[src/rtl/kfc_pkg.sv]
package kfc_pkg;

    localparam int DATA_W = 32;
    localparam int CNT_W  = 5;

    localparam logic [2:0] OP_ADD  = 3'd0;
    localparam logic [2:0] OP_SUB  = 3'd1;
    localparam logic [2:0] OP_MUL  = 3'd2;
    localparam logic [2:0] OP_DIV  = 3'd3;
    localparam logic [2:0] OP_EQU  = 3'd4;
    localparam logic [2:0] OP_NONE = 3'd4;

    localparam logic [1:0] ST_OK   = 2'd0;
    localparam logic [1:0] ST_OVF  = 2'd1;
    localparam logic [1:0] ST_DIV0 = 2'd2;

    localparam logic [1:0] MODE_RESET = 2'd0;
    localparam logic [1:0] MODE_EQU   = 2'd2;
    localparam logic [1:0] MODE_OPER  = 2'd3;

    typedef struct packed {
        logic start;
        logic is_div;
    } md_req_t;

    typedef struct packed {
        logic busy;
        logic done;
    } md_rsp_t;

endpackage

[src/rtl/kfc_muldiv.sv]
module kfc_muldiv (
    input  logic                        aclk,
    input  logic                        aresetn,
    input  kfc_pkg::md_req_t            req,
    input  logic [kfc_pkg::DATA_W-1:0]  a_in,
    input  logic [kfc_pkg::DATA_W-1:0]  b_in,
    output kfc_pkg::md_rsp_t            rsp,
    output logic [kfc_pkg::DATA_W-1:0]  result
);
    import kfc_pkg::*;

    logic              busy_reg, busy_next;
    logic              done_reg, done_next;
    logic [CNT_W-1:0]  cnt_reg, cnt_next;
    logic              div_reg, div_next;
    logic              neg_reg, neg_next;
    logic [DATA_W-1:0] acc_reg, acc_next;
    logic [DATA_W-1:0] x_reg, x_next;
    logic [DATA_W-1:0] y_reg, y_next;
    logic [DATA_W:0]   trial;
    logic [DATA_W-1:0] mag_a, mag_b;

    // partial remainder with next dividend bit, minus divisor
    assign trial = {acc_reg, x_reg[DATA_W-1]} - {1'b0, y_reg};
    assign mag_a = a_in[DATA_W-1] ? (~a_in + 1'b1) : a_in;
    assign mag_b = b_in[DATA_W-1] ? (~b_in + 1'b1) : b_in;

    always_comb begin
        busy_next = busy_reg;
        done_next = 1'b0;
        cnt_next  = cnt_reg;
        div_next  = div_reg;
        neg_next  = neg_reg;
        acc_next  = acc_reg;
        x_next    = x_reg;
        y_next    = y_reg;
        if (req.start) begin
            busy_next = 1'b1;
            cnt_next  = '0;
            div_next  = req.is_div;
            neg_next  = a_in[DATA_W-1] ^ b_in[DATA_W-1];
            acc_next  = '0;
            x_next    = req.is_div ? mag_a : a_in;
            y_next    = req.is_div ? mag_b : b_in;
        end else if (busy_reg) begin
            if (div_reg) begin
                if (!trial[DATA_W]) begin
                    acc_next = trial[DATA_W-1:0];
                    x_next   = {x_reg[DATA_W-2:0], 1'b1};
                end else begin
                    acc_next = {acc_reg[DATA_W-2:0], x_reg[DATA_W-1]};
                    x_next   = {x_reg[DATA_W-2:0], 1'b0};
                end
            end else begin
                if (y_reg[0]) begin
                    acc_next = acc_reg + x_reg;
                end
                x_next = {x_reg[DATA_W-2:0], 1'b0};
                y_next = {1'b0, y_reg[DATA_W-1:1]};
            end
            cnt_next = cnt_reg + 1'b1;
            if (cnt_reg == CNT_W'(DATA_W - 1)) begin
                busy_next = 1'b0;
                done_next = 1'b1;
            end
        end
    end

    always_ff @(posedge aclk) begin
        if (!aresetn) begin
            busy_reg <= 1'b0;
            done_reg <= 1'b0;
            cnt_reg  <= '0;
        end else begin
            busy_reg <= busy_next;
            done_reg <= done_next;
            cnt_reg  <= cnt_next;
        end
        div_reg <= div_next;
        neg_reg <= neg_next;
        acc_reg <= acc_next;
        x_reg   <= x_next;
        y_reg   <= y_next;
    end

    assign rsp.busy = busy_reg;
    assign rsp.done = done_reg;
    assign result   = div_reg ? (neg_reg ? (~x_reg + 1'b1) : x_reg) : acc_reg;

    a_start_idle: assert property (@(posedge aclk) disable iff (!aresetn)
        req.start |-> !busy_reg && !done_reg)
        else $error("unit started while busy");
    a_done_after_busy: assert property (@(posedge aclk) disable iff (!aresetn)
        done_reg |-> !busy_reg && $past(busy_reg))
        else $error("done without a finished run");
    a_done_count: assert property (@(posedge aclk) disable iff (!aresetn)
        done_reg |-> cnt_reg == '0)
        else $error("run ended early");

endmodule

[src/rtl/keypad_four_function_calculator.sv]
// digit keys and add or subtract evaluations give their word in the cycle after acceptance
// a multiply or divide evaluation gives its word after the multiply/divide unit has raised done
// throughput: one key per cycle while the output is free; while a multiply or divide is evaluated,
// no key is taken until the bit-serial multiply/divide unit, which retires one bit per cycle, is done
// reset: aresetn is synchronous, active low; operands clear, no operator pending, entry on
// the first operand, no word pending at the output
module keypad_four_function_calculator (
    input  logic        aclk,
    input  logic        aresetn,
    input  logic        s_tvalid,
    output logic        s_tready,
    input  logic [7:0]  s_tdata,   // digit_value[3:0], op_code[6:4], zero [7]
    input  logic        s_tuser,   // cmd[0]
    output logic        m_tvalid,
    input  logic        m_tready,
    output logic [31:0] m_tdata,   // shown_value[31:0]
    output logic [1:0]  m_tuser    // status[1:0]
);
    import kfc_pkg::*;

    localparam logic S_IDLE = 1'b0;
    localparam logic S_BUSY = 1'b1;

    logic              st_reg, st_next;
    logic [DATA_W-1:0] first_reg, first_next;
    logic [DATA_W-1:0] second_reg, second_next;
    logic [2:0]        pend_reg, pend_next;
    logic [1:0]        mode_reg, mode_next;
    logic              m_valid_reg, m_valid_next;
    logic [DATA_W-1:0] m_data_reg, m_data_next;
    logic [1:0]        m_user_reg, m_user_next;

    logic              cmd;
    logic [3:0]        digit_value;
    logic [2:0]        op_code;
    logic              in_acc;
    logic              out_free;
    logic [DATA_W-1:0] opnd;
    logic [DATA_W-1:0] entry;
    logic [DATA_W-1:0] addsub;
    logic              do_eval;
    md_req_t           md_req;
    md_rsp_t           md_rsp;
    logic [DATA_W-1:0] md_result;

    assign cmd         = s_tuser;
    assign digit_value = s_tdata[3:0];
    assign op_code     = s_tdata[6:4];
    assign out_free    = !m_valid_reg || m_tready;
    assign s_tready    = (st_reg == S_IDLE) && out_free && !md_rsp.busy && !md_rsp.done;
    assign in_acc      = s_tvalid && s_tready;

    // digit entry: masked times ten plus digit, also the wrapped new value
    assign opnd  = mode_reg[1] ? '0 : (mode_reg[0] ? second_reg : first_reg);
    assign entry = {opnd[DATA_W-4:0], 3'b000} + {opnd[DATA_W-2:0], 1'b0}
                   + {{(DATA_W-4){1'b0}}, digit_value};
    assign addsub = (pend_reg == OP_SUB) ? (first_reg - second_reg)
                                         : (first_reg + second_reg);
    assign do_eval = cmd && ((op_code == OP_EQU) || ((op_code < OP_EQU) && mode_reg[0]));

    always_comb begin
        st_next      = st_reg;
        first_next   = first_reg;
        second_next  = second_reg;
        pend_next    = pend_reg;
        mode_next    = mode_reg;
        m_valid_next = m_valid_reg && !m_tready;
        m_data_next  = m_data_reg;
        m_user_next  = m_user_reg;
        md_req.start  = 1'b0;
        md_req.is_div = 1'b0;
        if (in_acc) begin
            if (!cmd) begin
                mode_next    = {1'b0, mode_reg[0]};
                m_valid_next = 1'b1;
                if (entry[DATA_W-1]) begin
                    m_data_next = '0;
                    m_user_next = ST_OVF;
                end else begin
                    m_data_next = entry;
                    m_user_next = ST_OK;
                    if (mode_reg[0]) begin
                        second_next = entry;
                    end else begin
                        first_next = entry;
                    end
                end
            end else if (op_code > OP_EQU) begin
                m_valid_next = 1'b1;
                m_data_next  = mode_reg[0] ? second_reg : first_reg;
                m_user_next  = ST_OK;
            end else begin
                if (op_code == OP_EQU) begin
                    mode_next = MODE_EQU;
                end else begin
                    pend_next = op_code;
                    mode_next = MODE_OPER;
                end
                if (!do_eval) begin
                    second_next  = first_reg;
                    m_valid_next = 1'b1;
                    m_data_next  = first_reg;
                    m_user_next  = ST_OK;
                end else begin
                    unique case (pend_reg)
                        OP_ADD, OP_SUB: begin
                            first_next   = addsub;
                            m_valid_next = 1'b1;
                            m_data_next  = addsub;
                            m_user_next  = ST_OK;
                        end
                        OP_MUL: begin
                            md_req.start = 1'b1;
                            st_next      = S_BUSY;
                        end
                        OP_DIV: begin
                            if (second_reg == '0) begin
                                m_valid_next = 1'b1;
                                m_data_next  = '0;
                                m_user_next  = ST_DIV0;
                            end else begin
                                md_req.start  = 1'b1;
                                md_req.is_div = 1'b1;
                                st_next       = S_BUSY;
                            end
                        end
                        default: begin
                            m_valid_next = 1'b1;
                            m_data_next  = first_reg;
                            m_user_next  = ST_OK;
                        end
                    endcase
                end
            end
        end else if ((st_reg == S_BUSY) && md_rsp.done) begin
            st_next      = S_IDLE;
            first_next   = md_result;
            m_valid_next = 1'b1;
            m_data_next  = md_result;
            m_user_next  = ST_OK;
        end
    end

    always_ff @(posedge aclk) begin
        if (!aresetn) begin
            st_reg      <= S_IDLE;
            first_reg   <= '0;
            second_reg  <= '0;
            pend_reg    <= OP_NONE;
            mode_reg    <= MODE_RESET;
            m_valid_reg <= 1'b0;
        end else begin
            st_reg      <= st_next;
            first_reg   <= first_next;
            second_reg  <= second_next;
            pend_reg    <= pend_next;
            mode_reg    <= mode_next;
            m_valid_reg <= m_valid_next;
        end
        m_data_reg <= m_data_next;
        m_user_reg <= m_user_next;
    end

    kfc_muldiv u_muldiv (
        .aclk    (aclk),
        .aresetn (aresetn),
        .req     (md_req),
        .a_in    (first_reg),
        .b_in    (second_reg),
        .rsp     (md_rsp),
        .result  (md_result)
    );

    assign m_tvalid = m_valid_reg;
    assign m_tdata  = m_data_reg;
    assign m_tuser  = m_user_reg;

    a_start_from_idle: assert property (@(posedge aclk) disable iff (!aresetn)
        md_req.start |-> st_reg == S_IDLE && cmd && (pend_reg == OP_MUL || pend_reg == OP_DIV))
        else $error("multiply/divide started outside an evaluation");
    a_done_when_busy: assert property (@(posedge aclk) disable iff (!aresetn)
        md_rsp.done |-> st_reg == S_BUSY)
        else $error("unit finished with no evaluation waiting");
    a_error_zero: assert property (@(posedge aclk) disable iff (!aresetn)
        (m_tvalid && m_tuser != ST_OK) |-> m_tdata == '0)
        else $error("error word carries a value");
    a_busy_no_output: assert property (@(posedge aclk) disable iff (!aresetn)
        (st_reg == S_BUSY && !md_rsp.done) |=> !$rose(m_tvalid))
        else $error("word produced during a multiply/divide run");

endmodule
[config.mk]
export PLATFORM = sky130hd
export DESIGN_NAME = keypad_four_function_calculator
export DESIGN_NICKNAME = d
export VERILOG_FILES = /design/src/rtl/kfc_pkg.sv /design/src/rtl/kfc_muldiv.sv /design/src/rtl/keypad_four_function_calculator.sv
export SDC_FILE = /design/constraint.sdc
export NUM_CORES = 1
export LEC_CHECK = 0
export BUFFER_PORTS_ARGS = -buffer_cell sky130_fd_sc_hd__buf_2
export CORE_ASPECT_RATIO = 0.7
export CORE_UTILIZATION = 58
export CTS_BUF_LIST = sky130_fd_sc_hd__clkbuf_8 sky130_fd_sc_hd__clkbuf_16
export DETAILED_ROUTE_END_ITERATION = 16
export GPL_ROUTABILITY_DRIVEN = 1
export HOLD_SLACK_MARGIN = 0.06
export MAX_ROUTING_LAYER = met4
export PLACE_DENSITY = 0.74
export SLEW_MARGIN = 10
export SYNTH_ARGS = -nofsm -noshare
export SYNTH_HDL_FRONTEND = slang
export SYNTH_HIERARCHICAL = 1
export SYNTH_SLANG_ARGS = --single-unit
[constraint.sdc]
create_clock -name aclk -period 6.06 [get_ports aclk]
set_input_delay 0 -clock aclk [delete_from_list [all_inputs] [get_ports aclk]]
set_output_delay 0 -clock aclk [all_outputs]
set_load 0.03 [all_outputs]
### Yosys cells after proc, flatten, opt, wreduce, memory -nomap -nowiden

Cells that the tools add are included.

| operators by class | value |
|---|---|
| $add $sub $neg | 10 |
| order comparisons | 2 |
| eq/ne operators | 21 |
| muxes and demuxes | 75 |
| bitwise logic cells | 9 |
| reduce and logical (&&, ||, !) cells | 32 |

Operator list:

| operator | count |
|---|---|
| $mux 32 | 34 |
| $add 32x1->32 const B | 3 |
| $add 32x32->32 | 3 |
| $not 32->32 | 3 |
| $pmux 32 s3 | 1 |
| $mux 31 | 2 |
| $sub 33x32->33 | 1 |
| $add 32x4->32 | 1 |
| $logic_not 32->1 | 1 |
| $sub 32x32->32 | 1 |
| $mux 2 | 13 |
| $mux 1 | 21 |
| $ne 2x2->1 const B | 6 |
| $ne 3x3->1 const B | 4 |
| $reduce_and 6->1 | 2 |
| $logic_and 1x1->1 | 8 |
| $reduce_bool 2->1 | 4 |
| $eq 3x2->1 const B | 2 |
| $ne 3x2->1 const B | 2 |
| $ne 6x6->1 const B | 1 |
| $pmux 1 s2 | 3 |
| $reduce_and 2->1 | 3 |
| $reduce_and 3->1 | 2 |
| $add 5x1->5 const B | 1 |
| 18 further kinds | 27 |

| storage, ports and cells | value |
|---|---|
| register bits after elaboration | 210 |
| input port bits | 13 |
| output and inout port bits | 36 |
| word-level logic and storage cells | 166 |

### Depth between registers and ports, before layout

| depth | value |
|---|---|
| depth in word-level cells | 10 |
| depth in mapped cells | 19 |
| depth with buffers taken out | 17 |

### Cells and area by module

The synthesis kept the hierarchy.

By module, submodules not included:

| module | times used | cells an instance | area each (um^2) |
|---|---|---|---|
| keypad_four_function_calculator | 1 | 1346 | 10531.4 |
| kfc_muldiv | 1 | 1326 | 10294.9 |

### Worst setup path before layout

Ideal clock, no wire load.

| timing | value |
|---|---|
| path type | register to register |
| start | reg mode_reg[0] |
| end | reg first_reg[22] |
| arrival time | 4595 ps |
| data required time | 5938 ps |
| slack | 1343 ps |
| cell stages (with the launch flop) | 18 |
| clock period less this slack | 4717 ps |
| path through | dfxtp_1 -> clkbuf_1 -> clkbuf_1 -> buf_1 -> mux2i_1 -> nor2_1 -> ha_1 -> ha_1 -> and2_4 -> a221oi_2 -> a31oi_1 -> or3b_4 -> a21o_4 -> a2111o_1 -> nand3_2 -> buf_6 -> nor2_1 -> a221o_1 |

| on the way | value |
|---|---|
| cells in the longest elaborated chain, start to end | 8 |
| elaborated cells between the ends (all ways) | 15 |
| those cells by class | add/sub (2); eq/ne (3); mux (6); reduce/logical (4) |

Ends and longest elaborated chain:

| what | line | text |
|---|---|---|
| start, declared | keypad_four_function_calculator.sv:28 | `logic [1:0] mode_reg, mode_next;` |
| start signal, assigned | keypad_four_function_calculator.sv:157 | `mode_reg <= mode_next;` |
| $mux 32 | -- |  |
| $mux 31 | keypad_four_function_calculator.sv:54 | `assign opnd = mode_reg[1] ? '0 : (mode_reg[0] ? second_reg : first_reg);` |
| $add 32x32->32 | keypad_four_function_calculator.sv:55 | `assign entry = {opnd[DATA_W-4:0], 3'b000} + {opnd[DATA_W-2:0], 1'b0}` |
| $add 32x4->32 | keypad_four_function_calculator.sv:56 | `+ {{(DATA_W-4){1'b0}}, digit_value};` |
| $mux 32 | keypad_four_function_calculator.sv:82 | `if (mode_reg[0]) begin` |
| $mux 32 | keypad_four_function_calculator.sv:76 | `if (entry[DATA_W-1]) begin` |
| $mux 32 | keypad_four_function_calculator.sv:73 | `if (!cmd) begin` |
| $mux 32 | keypad_four_function_calculator.sv:72 | `if (in_acc) begin` |
| end signal, assigned | keypad_four_function_calculator.sv:154 | `first_reg <= first_next;` |
| end, declared | keypad_four_function_calculator.sv:25 | `logic [DATA_W-1:0] first_reg, first_next;` |

Several ways; a longest one is shown, not always the timed one. The select of a mux whose other input is x is not followed.
A chain may end at the register's enable or synchronous reset.

### Worst setup path after layout

| timing | value |
|---|---|
| start | reg mode_reg[0] |
| end | reg m_data_reg[28], in the netlist m_tdata[28], data pin |

| on the way | value |
|---|---|
| cells in the longest elaborated chain, start to end | 7 |
| elaborated cells between the ends (all ways) | 12 |
| those cells by class | add/sub (2); mux (7); reduce/logical (3) |

Ends and longest elaborated chain:

| what | line | text |
|---|---|---|
| $mux 32 / $logic_and 1x1->1 (equally long branches) | keypad_four_function_calculator.sv:90, keypad_four_function_calculator.sv:59 |  |
| $mux 31 / $logic_or 1x1->1 (equally long branches) | keypad_four_function_calculator.sv:54, keypad_four_function_calculator.sv:59 |  |
| $add 32x32->32 / $logic_and 1x1->1 (equally long branches) | keypad_four_function_calculator.sv:55, keypad_four_function_calculator.sv:59 |  |
| $add 32x4->32 / $mux 32 (equally long branches) | keypad_four_function_calculator.sv:56, keypad_four_function_calculator.sv:99 |  |
| $mux 31 / $mux 32 (equally long branches) | keypad_four_function_calculator.sv:76, keypad_four_function_calculator.sv:88 |  |
| $mux 32 * | keypad_four_function_calculator.sv:73 |  |
| $mux 32 * | keypad_four_function_calculator.sv:72 |  |
| named net m_data_next[28] | keypad_four_function_calculator.sv:30 | `logic [DATA_W-1:0] m_data_reg, m_data_next;` |
| end signal, assigned | keypad_four_function_calculator.sv:160 | `m_data_reg <= m_data_next;` |
| end, declared | keypad_four_function_calculator.sv:30 |  |

The timed path passes the listed nets; every way through them passes the cells marked *.

==> summary.md <==
| Metric | Value |
|---|---|
| Number of distinct library cells after synthesis | 96 |
| Number of placement rows | 57 |
| Maximum buffer depth of the clock tree | 3 |
| Clock latency on the worst-skew pair | 550 ps |
| CTS Root Cell | clkbuf_16 |
| Count of cells along the worst hold path | 4 |
| Syn-to-layout area delta | 7.973% |
| Power density normalized to cell area | 248.1 nW/um2 |
| Area used by multi-input combinational logic | 14730 um2 |
| Hold-critical path endpoint | second_reg[29] |
| Crit path kind | register to register |
| Filler-free cell count of the finished design | 3147 |
| Remaining DRCs | 0 |
| Aggregate negative setup slack | 0 ps |
| Slowest cell on the critical path | a2111oi_0 |
| Final worst path period need | 5541 ps |
| HPWL reported at the end of detailed placement | 55640 um |
| Register bit total from synthesis | 210 |
| Sequential area share after synthesis | 24.99% |
| Clock tree skew after final layout | 18.24 ps |
| Final cycle utilization of the critical path | 91.43% |
| Crit-path most repeated cell | ha_1 |
| Number of detailed-routing iterations run before antenna repair | 8 |
| Fraction of layout instances using a drive strength above 1 | 7.517% |
| Switching power of the nets | 0.002211 W |
| Seq pwr share | 31.0% |
| Area taken by flip-flops and latches | 5206 um2 |
| Number of global-route vias before repair | 19420 |
| Combined area of all synthesized cells | 20830 um2 |
| Data arrival time of the critical path | 5880 ps |
| Vertical die dimension | 160.5 um |
| Fmax | 180.5 MHz |
| DR iter-0 viols | 2685 |
| Per-instance average area after synthesis | 7.794 um2 |
| Number of top-level design ports | 49 |
| Die width | 228.5 um |
| Unrepaired setup endpoints after global routing | no |
| Avg Vias per Cell | 6.832 |
| Internal cell power | 0.003369 W |
| Final number of max-transition violations | 0 |
| Count of nets after finishing | 2832 |
| Area of the core | 35020 um2 |
| Worst Reg-to-Reg Cells | 14 |
| Largest driver fanout on the critical path | 30 |
| Overall die area | 36680 um2 |
| Number of cells produced by synthesis | 2672 |
| Overall global routing resource usage | 40.31% |
| First-pass GRT wire length | 113200 um |
| Post-CTS Setup Inserts | 0 |
| Initial cell density of the core | 59.47% |
| Number of buffers inserted during clock tree synthesis | 24 |
| CP startpoint kind | register |
| Proportion of power drawn by the clock network | 29.4% |
| Maximum single-stage delay on the critical path | 910 ps |
| Placed Cells | 3091 |
| Most common flop cell mapped by yosys | dfxtp_1 |
| Worst r2r src | mode_reg[0] |
| Run status | completed |
| H-tree levels | 1 |
| Worst setup slack for register-to-register paths | 520 ps |
| Switching share of power | 39.62% |
| Cell chain of the critical path | buf_4 -> mux2i_1 -> nor2_1 -> ha_1 -> ha_1 -> nand2_1 -> nor4_1 -> o21ai_0 -> a2111oi_0 -> o21bai_1 -> nand3_1 -> nor3b_1 -> a221oi_1 -> a21oi_1 |
| Buffers added on ports | 47 |
| Post-DRT Antenna Nets | 0 |
| Number of warnings issued by yosys | 6 |
| Number of filler cells placed in the layout | 3125 |
| TritonCTS clock tree | built |
| Routed length per instance | 23.55 um |
| Sum of routed wire length over all layers | 74120 um |
| Terminus of the critical flop-to-flop path | m_tdata[28] |
| Startpoint of the worst hold path | s_tuser |
| Net count of the mapped netlist | 2848 |
| Final setup violation count | 0 |
| Endpoints failing hold | 0 |
| Routability congestion estimate | 1.057 |
| Total gr overflow | 0 |
| Worst Max-Slew Pin Slew | 1218 ps |
| Number of synthesized flops with an enable pin | 100 |
| HP Class | primary input to register |
| Clock edge transition at the registers on the reported setup and hold paths | 70 ps |
| Finished layout cell area | 22490 um2 |
| Max cap viols | 0 |
| Static leakage power | 9.128 nW |
| Asr flop ratio synth | 0% |
| Endpoint required time on the critical path | 6400 ps |
| Logic gate share of total power | 39.6% |
| Max rail drop VDD | 204.0 uV |
| Critical Path End Type | register |
| Antenna violations before repair | 1 |
| Via total after detailed routing | 21500 |
| Cell Area, Placed | 21500 um2 |
| Headroom to the max-slew limit | 18.04% |
| Largest net degree at the start of global routing | 141 |
| CTS sink count | 210 |
-- repair_timing --
action	in CTS	in global routing
resized for setup	0	0
setup endpoints to repair	0	0
hold buffers	11	0
endpoints found under the hold margin	9	0
-- power groups by stage --
stage	combinational (W)	clock (W)	sequential, W
6_report	0.00221	0.00164	0.00173
5_1_grt	0.00238	0.00170	0.00174
4_1_cts	0.00214	0.00165	0.00172
3_5_place_dp	0.00212	0	0.00175
3_3_place_gp	0.00208	0	0.00175
2_1_floorplan	0.00153	0	0.00175
-- through the flow --
step           setup WS (ps)  hold slack [ps]  utilization [%]  power, W
4_1_cts                873.0            76.47            64.21  0.005514
3_5_place_dp           901.3            321.1            61.40  0.003878
5_1_grt                532.0            108.7            64.21  0.005817
3_3_place_gp           964.9            298.1            61.40  0.003835
2_1_floorplan           1343            136.0                -  0.003284
6_report               519.5            97.72            64.22  0.005579
-- cells in the mapped netlist (15+ instances only) --
| library cell | count | area, um2 |
|---|---|---|
| xnor2_1 | 112 | 980.9 |
| a211oi_1 | 46 | 345.3 |
| o22ai_1 | 15 | 93.84 |
| o21a_1 | 17 | 127.6 |
| ha_1 | 158 | 1977 |
| a21oi_1 | 298 | 1491 |
| a221oi_1 | 27 | 236.5 |
| nand4_1 | 20 | 125.1 |
| nor3_1 | 78 | 390.4 |
| edfxtp_1 | 100 | 3003 |
| mux2i_1 | 64 | 640.6 |
| o211ai_1 | 21 | 157.7 |
| xor2_1 | 119 | 1042 |
| inv_1 | 100 | 375.4 |
| nor4_1 | 19 | 118.9 |
| nor2b_1 | 26 | 162.7 |
| a21o_1 | 56 | 420.4 |
| o21ai_0 | 155 | 775.7 |
| nor2_1 | 321 | 1205 |
| nand2_1 | 198 | 743.2 |
| a31oi_1 | 42 | 262.8 |
| dfxtp_1 | 110 | 2202 |
| a311oi_1 | 16 | 140.1 |
| and3_1 | 30 | 187.7 |
| or2_2 | 17 | 106.4 |
| o31ai_1 | 28 | 210.2 |
| clkbuf_1 | 111 | 416.7 |
| nand3_1 | 52 | 260.3 |
| and2_1 | 18 | 112.6 |
| nand2b_1 | 22 | 137.6 |
-- layout make-up --
cell class                 count  share of cell area [%]
antenna                        1                 0.01113
clock buffer                  29                   3.077
clock inverter                15                  0.8124
inverter                     102                   1.703
multi-input combinational   2218                   65.50
sequential                   210                   23.15
tap                          472                   2.626
timing repair buffer         100                   3.116
-- layer usage --
layer  track usage, %  wire length (um)  part of all wire [%]  vias up
li1                 -                 -                     -     9886
met1            58.01             32900                    44    10240
met2            57.05             30300                    41     1212
met3            7.688              8528                    12      163
met4            11.07              2390                   3.2        0
met5                -                 0                     0        -
-- critical path: cells and delay by family (launching register included) --
kind | cells | cell delay (ps)
compound gates | 5 | 1930
fa+ha+maj | 2 | 760
flops | 1 | 660
simple gates | 5 | 1040
buf+inv | 1 | 540
mux | 1 | 390
-- worst max path at each step --
stage,startpoint,end,slack (ps)
global placement,mode_reg[0],first_reg[22],960
finish,mode_reg[0],m_tdata[28],520
detailed placement,mode_reg[0],first_reg[22],900
floorplan,mode_reg[0],first_reg[22],1340
global route,mode_reg[0],m_tdata[28],530
CTS,mode_reg[0],first_reg[22],870
-- cells in the final DEF (no fill, tap or decap), types with 18 or more instances in the layout --
master	n
nor2_1	320
a21oi_1	297
nand2_1	197
ha_1	158
o21ai_0	155
xor2_1	119
xnor2_1	110
dfxtp_1	109
inv_1	103
edfxtp_1	100
nor3_1	75
mux2i_1	64
a21o_1	56
nand3_1	52
a211oi_1	46
buf_2	46
a31oi_1	42
buf_4	40
and3_1	30
o31ai_1	28
a221oi_1	27
nor2b_1	26
clkbuf_16	26
nand2b_1	22
o211ai_1	21
nand4_1	20
nor4_1	19
and2_1	18
-- kinds of logic (layout without fill, tap and decap cells) --
kind of cell	count (synthesis)	count (layout)	share of synthesized area (%)
and+or+nand+nor	862	862	19.31
DFF	210	210	24.99
buffers and inverters	244	246	4.662
adders and majority gates	163	163	9.973
other	0	1	0
xor gates and xnor gates	231	231	9.715
AOI/OAI and AO/OA	892	892	27.95
muxes	70	70	3.400
(Power assumes the default switching activity.)
